===== config.mk =====
export PLATFORM = sky130hd
export DESIGN_NAME = chks_ctrl
export DESIGN_NICKNAME = d
export VERILOG_FILES = /design/src/design/chks_pkg.sv /design/src/design/chks_ctrl.sv
export SDC_FILE = /design/constraint.sdc
export NUM_CORES = 1
export LEC_CHECK = 0
export BUFFER_PORTS_ARGS = -buffer_cell sky130_fd_sc_hd__buf_2
export CORE_AREA = 4 4 41 43
export DETAILED_ROUTE_END_ITERATION = 7
export DIE_AREA = 0 0 45 47
export GPL_ROUTABILITY_DRIVEN = 0
export GPL_TIMING_DRIVEN = 0
export PLACE_DENSITY = 0.69
export SLEW_MARGIN = 20
export SYNTH_ARGS = -nofsm -noshare
export SYNTH_HDL_FRONTEND = slang
export SYNTH_SLANG_ARGS = --single-unit
export TNS_END_PERCENT = 1

===== constraint.sdc =====
create_clock -name clock -period 2 [get_ports clock]
set_clock_uncertainty 0.2 [all_clocks]
set_input_delay 0.4 -clock clock [delete_from_list [all_inputs] [get_ports clock]]
set_output_delay 0.4 -clock clock [all_outputs]
set_load 0.05 [all_outputs]

===== src/design/chks_pkg.sv =====
// Shared constants, codes and controller/datapath interface types for the chained hash key set.
package chks_pkg;

   // Table geometry
   localparam int MAX_BUCKET_BITS = 8;
   localparam int MIN_BUCKET_BITS = 3;
   localparam int CHAIN_DEPTH     = 8;
   localparam int KEY_WIDTH       = 32;
   localparam int NUM_BUCKETS     = 1 << MAX_BUCKET_BITS;
   localparam int SLOT_W          = $clog2(CHAIN_DEPTH);
   localparam int FILL_W          = $clog2(CHAIN_DEPTH + 1);
   localparam int BKT_W           = MAX_BUCKET_BITS;
   localparam int IT_BKT_W        = MAX_BUCKET_BITS + 1;
   localparam int STORE_ADDR_W    = BKT_W + SLOT_W;
   localparam int STORE_DEPTH     = NUM_BUCKETS * CHAIN_DEPTH;

   // Register port
   localparam int CFG_W       = 4;
   localparam int CSR_ADDR_W  = 3;
   localparam int CSR_IDX_W   = CSR_ADDR_W - 2;
   localparam int CSR_DATA_W  = 32;
   localparam logic [CFG_W-1:0]     BUCKET_BITS_RESET = CFG_W'(8);
   localparam logic [CSR_IDX_W-1:0] REG_BUCKET_BITS   = CSR_IDX_W'(0);

   // Action codes
   localparam int ACT_W = 3;
   localparam logic [ACT_W-1:0] ACT_INSERT     = ACT_W'(0);
   localparam logic [ACT_W-1:0] ACT_CONTAINS   = ACT_W'(1);
   localparam logic [ACT_W-1:0] ACT_REMOVE     = ACT_W'(2);
   localparam logic [ACT_W-1:0] ACT_ITER_START = ACT_W'(3);
   localparam logic [ACT_W-1:0] ACT_ITER_NEXT  = ACT_W'(4);

   // Controller states
   typedef enum logic [2:0] {
      ST_IDLE,
      ST_DECODE,
      ST_SLOT_RD,
      ST_SLOT_CHK,
      ST_INS_END,
      ST_IT_BKT,
      ST_IT_RD,
      ST_IT_CHK
   } state_type;

   // Commands from controller to datapath
   typedef struct packed {
      logic take;            // latch the incoming item
      logic scan_clear;      // restart the chain scan
      logic fill_rd;         // read a chain fill count
      logic slot_rd;         // read one slot
      logic use_iter;        // address reads from the iterator
      logic scan_next;       // step the chain scan
      logic remove_wr;       // clear the matching slot
      logic insert_wr;       // place the key in the chain
      logic iter_reset;      // rewind the iterator
      logic iter_adv_bucket; // move the iterator to the next bucket
      logic res_set;         // capture the result
      logic res_hit;
      logic res_full;
      logic res_key;         // return the slot just read
      logic rsp_load;        // move the result to the output register
   } cmd_type;

   // Status from datapath to controller
   typedef struct packed {
      logic [ACT_W-1:0] action;
      logic key_zero;
      logic slot_left;
      logic slot_match;
      logic slot_zero;
      logic ins_refused;
      logic iter_more;
      logic iter_slot_left;
      logic rsp_free;
   } sts_type;

endpackage


===== src/design/chks_ctrl.sv =====
// Controller state machine that sequences chain scans and iteration walks.
module chks_ctrl import chks_pkg::*; (
   input  logic    clock,
   input  logic    reset,
   input  logic    req_valid,
   output logic    req_ready,
   input  sts_type sts,
   output cmd_type cmd
);

   state_type state_ff;
   state_type state_in;

   // Track a captured result not yet moved to the output register
   logic done_pending_ff;
   logic done_pending_in;
   logic done;

   // State register
   always_ff @(posedge clock) begin
      if (reset) begin
         state_ff <= ST_IDLE;
      end else begin
         state_ff <= state_in;
      end
   end

   // Next state and commands
   always_comb begin
      state_in  = state_ff;
      cmd       = '0;
      req_ready = 1'b0;
      done      = 1'b0;
      unique case (state_ff)
         ST_IDLE: begin
            // Hold a finished item until the output register can take it
            if (done_pending_ff) begin
               if (sts.rsp_free) begin
                  cmd.rsp_load = 1'b1;
                  done         = 1'b1;
               end
            end
            req_ready = !done_pending_ff || sts.rsp_free;
            if (req_valid && req_ready) begin
               cmd.take = 1'b1;
               state_in = ST_DECODE;
            end
         end
         ST_DECODE: begin
            unique case (sts.action)
               ACT_INSERT, ACT_CONTAINS, ACT_REMOVE: begin
                  if (sts.key_zero) begin
                     cmd.res_set = 1'b1;
                     state_in    = ST_IDLE;
                  end else begin
                     cmd.fill_rd    = 1'b1;
                     cmd.scan_clear = 1'b1;
                     state_in       = ST_SLOT_RD;
                  end
               end
               ACT_ITER_START: begin
                  cmd.iter_reset = 1'b1;
                  cmd.res_set    = 1'b1;
                  state_in       = ST_IDLE;
               end
               ACT_ITER_NEXT: begin
                  state_in = ST_IT_BKT;
               end
               default: begin
                  cmd.res_set = 1'b1;
                  state_in    = ST_IDLE;
               end
            endcase
         end
         ST_SLOT_RD: begin
            if (sts.slot_left) begin
               cmd.slot_rd = 1'b1;
               state_in    = ST_SLOT_CHK;
            end else begin
               state_in = ST_INS_END;
            end
         end
         ST_SLOT_CHK: begin
            if (sts.slot_match) begin
               cmd.remove_wr = (sts.action == ACT_REMOVE);
               cmd.res_set   = 1'b1;
               cmd.res_hit   = (sts.action != ACT_INSERT);
               state_in      = ST_IDLE;
            end else begin
               cmd.scan_next = 1'b1;
               state_in      = ST_SLOT_RD;
            end
         end
         ST_INS_END: begin
            // Key absent: insert places it unless the chain is full, others report a miss
            cmd.res_set = 1'b1;
            if (sts.action == ACT_INSERT) begin
               cmd.insert_wr = 1'b1;
               cmd.res_hit   = !sts.ins_refused;
               cmd.res_full  = sts.ins_refused;
            end
            state_in = ST_IDLE;
         end
         ST_IT_BKT: begin
            if (sts.iter_more) begin
               cmd.fill_rd  = 1'b1;
               cmd.use_iter = 1'b1;
               state_in     = ST_IT_RD;
            end else begin
               cmd.res_set = 1'b1;
               state_in    = ST_IDLE;
            end
         end
         ST_IT_RD: begin
            if (sts.iter_slot_left) begin
               cmd.slot_rd  = 1'b1;
               cmd.use_iter = 1'b1;
               state_in     = ST_IT_CHK;
            end else begin
               cmd.iter_adv_bucket = 1'b1;
               state_in            = ST_IT_BKT;
            end
         end
         ST_IT_CHK: begin
            if (!sts.slot_zero) begin
               cmd.res_set = 1'b1;
               cmd.res_hit = 1'b1;
               cmd.res_key = 1'b1;
               state_in    = ST_IDLE;
            end else begin
               state_in = ST_IT_RD;
            end
         end
         default: begin
            state_in = ST_IDLE;
         end
      endcase
   end

   always_comb begin
      done_pending_in = done_pending_ff;
      if (cmd.res_set) begin
         done_pending_in = 1'b1;
      end else if (done) begin
         done_pending_in = 1'b0;
      end
   end

   always_ff @(posedge clock) begin
      if (reset) begin
         done_pending_ff <= 1'b0;
      end else begin
         done_pending_ff <= done_pending_in;
      end
   end

endmodule


# After elaboration in Yosys (flattened, before gate mapping)
# Index checks and enable logic that the tools add are counted.
[word_totals] reg_bits=4 input_bits=14 out_inout_bits=16 word_cells=69
[classes] eq_ne=12 mux=46 reduce_logical=9
[ops] op="1-bit 2-to-1 mux" n=24
[ops] op="3-bit one-hot mux with 8 select lines" n=1
[ops] op="2-bit 2-to-1 mux" n=10
[ops] op="3-bit equality test, second input constant" n=5
[ops] op="3-bit by 2-bit equality test with 1-bit output, second input constant" n=4
[ops] op="3-bit 2-to-1 mux" n=4
[ops] op="1-bit one-hot mux with 2 select lines" n=4
[ops] op="3-bit by 1-bit equality test with 1-bit output, second input constant" n=2
[ops] op="3-bit logical NOT" n=2
[ops] op="3-bit one-hot mux with 2 select lines" n=1
[ops] op="1-bit one-hot mux with 5 select lines" n=1
[ops] op="1-bit one-hot mux with 3 select lines" n=1
[ops] op="3-bit nonzero test" n=1
[ops] op="3-bit OR reduction" n=1
[ops] op="1-bit logical NOT" n=2
[ops] op="2-bit != test, second input constant" n=1
[ops] op="2-bit nonzero test" n=1
[ops] op="1-bit logical AND" n=1
[ops] op="1-bit logical OR" n=1

# Longest topological paths before layout
# Gate-level depths: netlist of run 1.
[logic_depth] ltp_word=5 ltp_mapped=6 mapped_depth_nobuf=3

# Worst setup path after synthesis of run 1
# Ideal clock, no wire load.
[synth_timing] path_kind="reg2out" start="register state_ff[1]" end="output cmd[3] (netlist name)" arrival_ns=2.441 required_time_ns=1.400 setup_slack_ns=-1.041 stages_incl_launch_ff=5 path_buffers=1 path_cell_list="dfxtp_1 > clkbuf_1 > nand2_1 > nor3b_1 > a211o_1"
[synth_rtl] element="start, declared" line_no="chks_ctrl.sv:11" rtl="state_type state_ff;"
[synth_rtl] element="start signal, assigned" line_no="chks_ctrl.sv:24" rtl="state_ff <= state_in;"
[synth_rtl] element="end, declared" line_no="chks_ctrl.sv:8" rtl="output cmd_type cmd"

==> metrics.cfg, run 1 <==
[run_status]
violations=negative setup slack
status=finished, violations left

[layout]
fin_util_pct=71.2
fillerInstances=111
antennaDiodeCount=0
nets=123
multiInputGateArea_um2=463
layout-drive-gt1-share_pct=60.7
final_common_cell=buf_2
final_area_um2=926
stdcell_count=122
seqCellArea_um2=88.8
area_growth_pct=93.2
final_cell_mix=17 x buf_2, 12 x buf_4, 7 x buf_6

[route]
routed-via-count=677
finalWirelength_mm=1.88
drc_errors=0
first_pass_iters=4
wl_per_cell_um=15.4
drtIter0Drc=17
viasPerCell=5.55
antenna_left=0

[yosys]
yosys.area.top_type=dfxtp_1
seq_area_frac_synth_pct=16.7
synth_seq_cells=4
ys_types=33
synthCells=69
yosysWarningCount=0
synth_edf_count=0
synth.avg_cell_area_um2=6.95
synth_nets=83
synthFlopType=dfxtp_1
netlist.area_leader.share_pct=16.7
synthArstFlopShare_pct=0
yosys-top-cells-area=dfxtp_1 17%, nand2_1 5.5%, and2_1 5.2%
synth_area_um2=479

[placed_design]
dp.cells=113
place_hpwl_mm=1.22
io_buffers=29
place_area_um2=669

[setup_path]
worstSetupPathType=reg -> out
regToRegSetupSlack_ns=0.42
worstPathArrival_ns=1.43
worst_setup_path_end_kind=output port
worst_setup_path_start_kind=flop
r2r_cells=3
r2r_end=state_ff[0]
required_ns=1.40
crit_fanout=6
r2r_start=state_ff[0]

[global_route]
grt_max_degree=12
grt_pass1_vias=726
grt.met3_usage_pct=5.36
grt_use_met2_pct=35.9
grt-ovfl-total=0
antenna_found_initial=0
grt_pass1_wl_mm=2.98
busiest_layer=met2
met1_usage_pct=21.0
track_usage_pct=19.1

[timing]
fmax_mhz=494
finalCritPeriodShare_pct=101
setup_violations=3
hold_slack_ns=0.181
fin_setup_tns_ns=-0.0345
period_needed_ns=2.03
hold_viol=0
tightestPinTransition_ns=0.333
maxSlewHeadroom_pct=77.6
setup_ws_ns=-0.0260
rsz0062_at_grt=true
maxSlewViolCount=0

[cts]
cts-root-buf=clkbuf_4
clock_path_buffers=2
cts_made_buffers=3
insertion_delay_ns=0.24
h-tree-depth=1
cts.reportedPaths.clkPinSlew_ns=0.05
cts_tree=yes
cts_hold_buf=0
cts_sinks=4

[floorplan]
rows=13
die-area_um2=2120
ioPinCount=30
die_w_um=45
die_y_um=47
start_util_pct=36.8
core_area_um2=1300

[hold_path]
worstHoldEndpoint=state_ff[0]
holdPathStages=2
hold_path.startpoint=reset
hp-class=in -> reg

[power]
p_per_area_nw_per_um2=342
leakagePower_uw=0.000444
peakVddDrop_uv=411

[flow_run]
maxCapViolCount=0

## state kept, by name, indices dropped and copies added (netlist names)
| signal | cells |
|---|---|
| done_pending_ff | 1 |
| state_ff | 3 |
## report_power, final
group / switching, uW / internal [uW]
combinational: 70.0 / 47.5
clock: 41.0 / 67.7
sequential: 8.04 / 82.1
total: 119 / 197
## Yosys cell counts (2+ instances only)
cell,count
and2_1,4
nor3b_1,3
inv_1,4
and3_1,3
nand3b_1,2
buf_4,2
buf_2,2
a31oi_1,2
o21ai_0,2
a21oi_1,2
nor3_1,5
nand2_1,7
nor2b_1,3
dfxtp_1,4
clkbuf_1,2
nand2b_1,3
nor2_1,3
## critical path: stages (launching register included)
cell and delay, ns:
dfxtp_4 0.36, clkbuf_8 0.15, buf_12 0.12, nand2_4 0.07
nor3b_4 0.04, a211o_1 0.28, buf_6 0.16
## timing repair
item | in CTS | in global routing
pin swaps | 4 | 0
resized for setup | 37 | 17
setup endpoints to repair | 15 | 13
setup buffers | 7 | 0
gates cloned | 1 | 0
## cell families after synthesis
family          after synthesis  share of synthesized area (%)
compound gates               15                           23.2
mux                           1                           2.09
flops                         4                           16.7
simple gates                 39                           48.0
buf+inv                      10                           9.92
## routing by layer
layer | share of wire [%] | vias up
li1 | - | 326
met1 | 40 | 323
met2 | 54 | 28
met3 | 6.4 | 0
met4 | 0 | 0
met5 | 0 | -
## layout make-up
type / instances / area share (%)
plain buffers: 4 / 4.73
clock buffers: 3 / 2.43
inverters: 4 / 1.62
multi-input cells: 55 / 50.0
flip-flops and latches: 4 / 9.59
well taps: 15 / 2.03
repair buffers: 37 / 29.6
## through the flow
stage	total power, uW	worst slack [ns]
floorplan	153	-0.385
global placement	186	-0.102
detailed placement	188	-0.172
CTS	311	-0.0290
global route	334	-0.0764
finish	316	-0.0260
## worst max path at each step
| stage | from | endpoint | slack, ns |
|---|---|---|---|
| global route | state_ff[2] | cmd[12] | -0.08 |
| CTS | state_ff[1] | cmd[3] | -0.03 |
| floorplan | state_ff[1] | cmd[3] | -0.38 |
| global placement | state_ff[0] | cmd[4] | -0.10 |
| detailed placement | state_ff[1] | cmd[4] | -0.17 |
| finish | state_ff[1] | cmd[3] | -0.03 |
Note: power is estimated with default switching activity, not from simulation.
==> run 2, diff against run 1 <==
- ABC_AREA: not set -> 1
- PLACE_DENSITY: 0.69 -> 0.71
==> run 2 against run 1 <==
Net effect:
- the run now ends clean
- critical endpoint is now cmd[4]
- via count shrank 9.7%
- final cell count grew 8.2%
- worst hold slack lost 0.011 ns
==> metrics.cfg, run 2 <==
[run_status]
status=completed

[yosys]
synth_edf_count=0  ; unchanged
synth_nets=99  ; +19%
yosys.area.top_type=dfxtp_1
synthTopCellsByCount=16 x nand2_1, 13 x inv_1, 9 x nor2_1
synthArstFlopShare_pct=0  ; unchanged
synthCells=85  ; +23%
synth_area_um2=498  ; +3.9%
yosysMostFrequentCell=nand2_1
yosysWarningCount=0  ; unchanged
synthFlopType=dfxtp_1
yosys-top-cells-area=dfxtp_1 16%, nand2_1 12%, inv_1 9.8%
ys_types=22  ; -33%
synth_seq_cells=4  ; unchanged
seq_area_frac_synth_pct=16.1  ; -0.63 points
netlist.area_leader.share_pct=16.1  ; -0.63 points
synth.avg_cell_area_um2=5.86  ; -16%

[timing]
hold_slack_ns=0.170  ; -0.0108 ns
rsz0062_at_grt=true
setup_violations=0  ; -3
fmax_mhz=518  ; +5.0%
setup_ws_ns=0.0712  ; +0.0972 ns
period_needed_ns=1.93  ; -0.0972 ns
hold_viol=0  ; unchanged
tightestPinTransition_ns=0.252  ; -0.0812 ns
maxSlewHeadroom_pct=83.3  ; +5.7 points
maxSlewViolCount=0  ; unchanged
finalCritPeriodShare_pct=96.4  ; -4.9 points

[power]
pwr-share-seq_pct=28.0  ; -0.5 points
leakagePower_uw=0.000465  ; +4.7%
sw_frac_of_total_pct=37.7  ; +0.085 points
internal_power_uw=193  ; -2.1%
peakVddDrop_uv=316  ; -23%
p_per_area_nw_per_um2=428  ; +25%
p_sw_uw=117  ; -1.8%
share_clk_of_total_power_pct=31.0  ; -3.4 points
power.total_uw=310  ; -2.0%
pwr-share-comb_pct=41.0  ; +3.9 points

[layout]
fin_util_pct=55.7  ; -15 points
regMostFlops=state_ff
antennaDiodeCount=0  ; unchanged
final_common_cell=buf_2
nets=133  ; +8.1%
largest_reg_flops=3  ; unchanged
final_cell_mix=23 x buf_2, 15 x nand2_1, 13 x inv_1
area_growth_pct=45.5
top_regs=state_ff x3, done_pending_ff x1
layout-drive-gt1-share_pct=47.9  ; -13 points

[setup_path]
crit_path_top_delay_cell=dfxtp_4
worst_setup_path_end_kind=output port
crit_fanout=7  ; +1
path_cells=inv_2, nand3_4, inv_2, nand3_1, nand2_1, buf_4, buf_4
required_ns=1.40  ; about the same
slowest_delay_ns=0.36  ; about the same
regToRegSetupSlack_ns=0.69  ; +0.27 ns
worstPathArrival_ns=1.33  ; -0.10 ns
worstSetupPathType=reg -> out
crit_start=state_ff[2]
r2r_start=state_ff[0]
worst_setup_path_start_kind=flop

[route]
wl_per_cell_um=9.92  ; -36%
routed-via-count=611  ; -9.7%
drc_errors=0  ; unchanged
first_pass_iters=4  ; unchanged
finalWirelength_mm=1.31  ; -30%
viasPerCell=4.63  ; -17%
antenna_left=0  ; unchanged
drtIter0Drc=9  ; -8

[flow_run]
maxCapViolCount=0  ; unchanged

[cts]
cts_tree=yes
cts_setup_buffers=0  ; -7
h-tree-depth=1  ; unchanged
cts.reportedPaths.clkPinSlew_ns=0.03  ; -0.02 ns
cts_sinks=4  ; unchanged
cts_made_buffers=3  ; unchanged
insertion_delay_ns=0.23  ; about the same
clock_path_buffers=2  ; unchanged
cts-root-buf=clkbuf_4

[floorplan]
die-area_um2=2120  ; unchanged
die_y_um=47  ; unchanged
rows=13  ; unchanged
core_area_um2=1300  ; unchanged
ioPinCount=30  ; unchanged
die_w_um=45  ; unchanged
start_util_pct=38.3  ; +1.4 points

[hold_path]
hold_path.startpoint=reset
hp-class=in -> reg

[global_route]
track_usage_pct=14.8  ; -4.4 points
grt_pass1_wl_mm=2.31  ; -22%
grt_max_degree=10  ; -2
antenna_found_initial=0  ; unchanged
grt-ovfl-total=0  ; unchanged
grt_pass1_vias=580  ; -20%

[placed_design]
io_buffers=29  ; unchanged
place_hpwl_mm=1.15  ; -6.3%
place_worst_setup_slack_ns=0.120  ; +0.292 ns

-- run 2: repair_timing --
| action | 4_1_cts | 5_1_grt |
|---|---|---|
| gates resized for setup | 3 | 8 |
| setup endpoints to repair | 2 | 7 |
| hold buffers | 0 | 0 |
| pin swaps | 0 | 0 |
-- run 2: per-stage QoR --
step,area [um2],instances,TNS (ns)
6_report,724,132,0
5_1_grt,724,132,-0.00660
4_1_cts,702,132,0
3_5_place_dp,673,129,0
3_3_place_gp,673,129,0
2_1_floorplan,509,85,-0.740
-- run 2: worst max-delay path, delay by kind of cell (launching register included) --
family / cells / cell delay (ns)
and+or+nand+nor: 3 / 0.28
DFF: 1 / 0.36
buffers and inverters: 4 / 0.45
-- run 2: logic make-up (layout without fill, tap and decap cells) --
kind of cell,count (synthesis),after routing,synth area share [%]
compound gates,7,7,7.03
buf+inv,24,56,23.1
flops,4,4,16.1
simple gates,50,50,53.8
-- run 2: metal layers --
metal | part of all wire (%) | routed length [um] | vias to the layer above | global-route usage [%]
met3 | 7.8 | 102 | 0 | 4.98
met4 | 0 | 0 | 0 | 3.51
met1 | 43 | 567 | 253 | 17.3
li1 | - | - | 335 | -
met2 | 49 | 639 | 23 | 26.0
met5 | 0 | 0 | - | 0
-- run 2: path summary, 6_finish.rpt --
path	end	cells after the start
setup / recovery	cmd[4]	7
hold / removal	state_ff[2]	2
setup reg to reg	done_pending_ff	7
hold reg to reg	done_pending_ff	4
-- run 2: power by group through the flow --
stage / clock network, uW / logic [uW] / registers [uW]
finish: 96.1 / 127 / 86.7
global route: 106 / 138 / 87.9
CTS: 101 / 125 / 87.9
detailed placement: 0 / 124 / 88.9
global placement: 0 / 121 / 88.8
floorplan: 0 / 89.6 / 88.3
-- run 2: layout make-up --
class                      instances  area (um2)
multi-input combinational         57         320
clock buffer                       3        22.5
fill                             147         577
tap                               15        18.8
inverter                          20        77.6
sequential                         4        83.8
buffer                             4        37.5
timing repair buffer              29         164
==> run 3, diff against run 2 <==
- GPL_TIMING_DRIVEN: 0 -> not set
==> run 3 against run 2 <==
Net effect:
- first-iteration DRC count increased by 11%
- critical path depth shrank 1
- setup slack improved by 0.021 ns
- worst hold slack improved by 0.0051 ns
- die area stayed put
- clock power decreased by 0.9%
- total power decreased by 4.4%
- sequential power increased by 7.2%
- clock-buffer cell count did not move
- maximum frequency increased by 1.1%
- sequential share of layout area up 1.3 points
- critical path type unchanged
==> metrics.cfg, run 3 (synthesized netlist as in run 2, its figures left out) <==
[run_status]
status=completed

[cts]
cts.repair.resized=3  ; unchanged
clock_path_buffers=2  ; unchanged
cts_hold_buf=0  ; unchanged
cts_sinks=4  ; unchanged
cts_made_buffers=3  ; unchanged
cts.reportedPaths.clkPinSlew_ns=0.03  ; about the same
cts-root-buf=clkbuf_4
insertion_delay_ns=0.23  ; about the same
cts_setup_buffers=0  ; unchanged
h-tree-depth=1  ; unchanged
cts_tree=yes

[layout]
final_common_cell=buf_2
multiInputGateArea_um2=314  ; -2.0%
fillerInstances=148  ; +0.68%
regMostFlops=state_ff
area_growth_pct=34.7
fin_util_pct=51.5  ; -4.1 points
largest_reg_flops=3  ; unchanged
antennaDiodeCount=0  ; unchanged
top_regs=state_ff x3, done_pending_ff x1
final_area_um2=671  ; -7.4%
seqCellArea_um2=86.3  ; +3.0%
nets=129  ; -3.0%
layout-drive-gt1-share_pct=46.0  ; -1.8 points
final_cell_mix=28 x buf_2, 16 x nand2_1, 13 x inv_1

[floorplan]
die_w_um=45  ; unchanged
rows=13  ; unchanged
die_y_um=47  ; unchanged
core_area_um2=1300  ; unchanged
start_util_pct=38.3  ; unchanged
die-area_um2=2120  ; unchanged
ioPinCount=30  ; unchanged

[route]
antenna_left=0  ; unchanged
drtIter0Drc=10  ; +1
routed-via-count=591  ; -3.3%
drc_errors=0  ; unchanged
first_pass_iters=3  ; -1
viasPerCell=4.62  ; -0.25%
wl_per_cell_um=9.60  ; -3.2%
finalWirelength_mm=1.23  ; -6.1%

[setup_path]
worstSetupPathType=reg -> out
crit_path_top_delay_cell=dfxtp_2
path_cells=inv_2, nand3_4, inv_2, nand3_1, nand2_1, buf_2
slowest_delay_ns=0.35  ; about the same
critPathBufInv=3  ; -1
crit_fanout=7  ; unchanged
worst_setup_path_end_kind=output port
required_ns=1.40  ; about the same
cp_top_family=buffers and inverters
regToRegSetupSlack_ns=0.73  ; +0.04 ns
worstPathArrival_ns=1.31  ; -0.02 ns
cp_common_cell=inv_2
worst_setup_path_start_kind=flop

[hold_path]
hp-class=in -> reg

[power]
leakagePower_uw=0.000444  ; -4.4%
power.total_uw=297  ; -4.4%
p_per_area_nw_per_um2=442  ; +3.3%
peakVddDrop_uv=307  ; -2.6%

[flow_run]
maxCapViolCount=0  ; unchanged

[timing]
maxSlewHeadroom_pct=83.2  ; -0.15 points
maxSlewViolCount=0  ; unchanged
hold_viol=0  ; unchanged
rsz0062_at_grt=false
period_needed_ns=1.91  ; -0.0209 ns
setup_violations=0  ; unchanged
setup_ws_ns=0.0921  ; +0.0209 ns
tightestPinTransition_ns=0.254  ; +0.00227 ns
fin_setup_tns_ns=0  ; unchanged
finalCritPeriodShare_pct=95.4  ; -1.0 points
fmax_mhz=524  ; +1.1%

[placed_design]
place_area_um2=636  ; -5.6%
place_worst_setup_slack_ns=0.146  ; +0.0263 ns
place_hpwl_mm=1.08  ; -5.9%
io_buffers=29  ; unchanged

[global_route]
track_usage_pct=12.1  ; -2.7 points
grt_max_degree=10  ; unchanged
grt-ovfl-total=0  ; unchanged
antenna_found_initial=0  ; unchanged
grt_pass1_wl_mm=1.92  ; -17%
grt_pass1_vias=484  ; -17%

[run 3: cell types whose count changed in the layout (fill, tap and decap cells not counted)]
| cell | delta |
|---|---|
| buf_2 | +5 |
| nand2_2 | -1 |
| dfxtp_1 | -2 |
| buf_6 | -2 |
| dfxtp_2 | +2 |
| clkbuf_4 | -4 |
| a21oi_2 | -1 |
| a21oi_1 | +1 |
| buf_4 | -3 |
| nand2_1 | +1 |
[run 3: path summary, 6_finish.rpt]
check,to,cells past startpoint,from
worst min-delay path,state_ff[1],2,reset
worst min register to register,done_pending_ff,4,done_pending_ff
worst max-delay path,cmd[4],6,state_ff[2]
worst max register to register,done_pending_ff,6,state_ff[2]
[run 3: cell type report]
type	instances	share of cell area [%]
Multi-Input combinational cell	57	46.8
Timing Repair Buffer	29	22.6
Sequential cell	4	12.9
Inverter	20	11.6
Clock buffer	3	3.36
Tap cell	15	2.80
[run 3: metrics by stage]
stage / std cells / hold slack, ns
final: 128 / 0.175
after global routing: 128 / 0.176
after CTS: 128 / 0.173
after detailed placement: 125 / 0.424
after global placement: 125 / 0.417
after floorplan: 85 / 0.269
[run 3: per-layer routing]
| metal | vias to the layer above | routed length [um] | global-route usage [%] |
|---|---|---|---|
| met1 | 246 | 567 | 15.7 |
| met5 | - | 0 | 0 |
| li1 | 325 | - | - |
| met3 | 0 | 105 | 5.36 |
| met4 | 0 | 0 | 0 |
| met2 | 20 | 556 | 19.8 |
[run 3: worst reg2reg max path, stage by stage, from the launching register on]
cell and delay (ns):
dfxtp_2 0.35, inv_2 0.13, nand3_2 0.12, o21ai_0 0.18, nand3_1 0.10, nand2_1 0.06, inv_1 0.03
[run 3: where the power goes]
group | leakage (uW) | internal (uW) | switching, uW
Clock | 0.0000138 | 66.8 | 28.4
Sequential | 0.0000342 | 84.2 | 8.64
Combinational | 0.000396 | 32.3 | 76.1
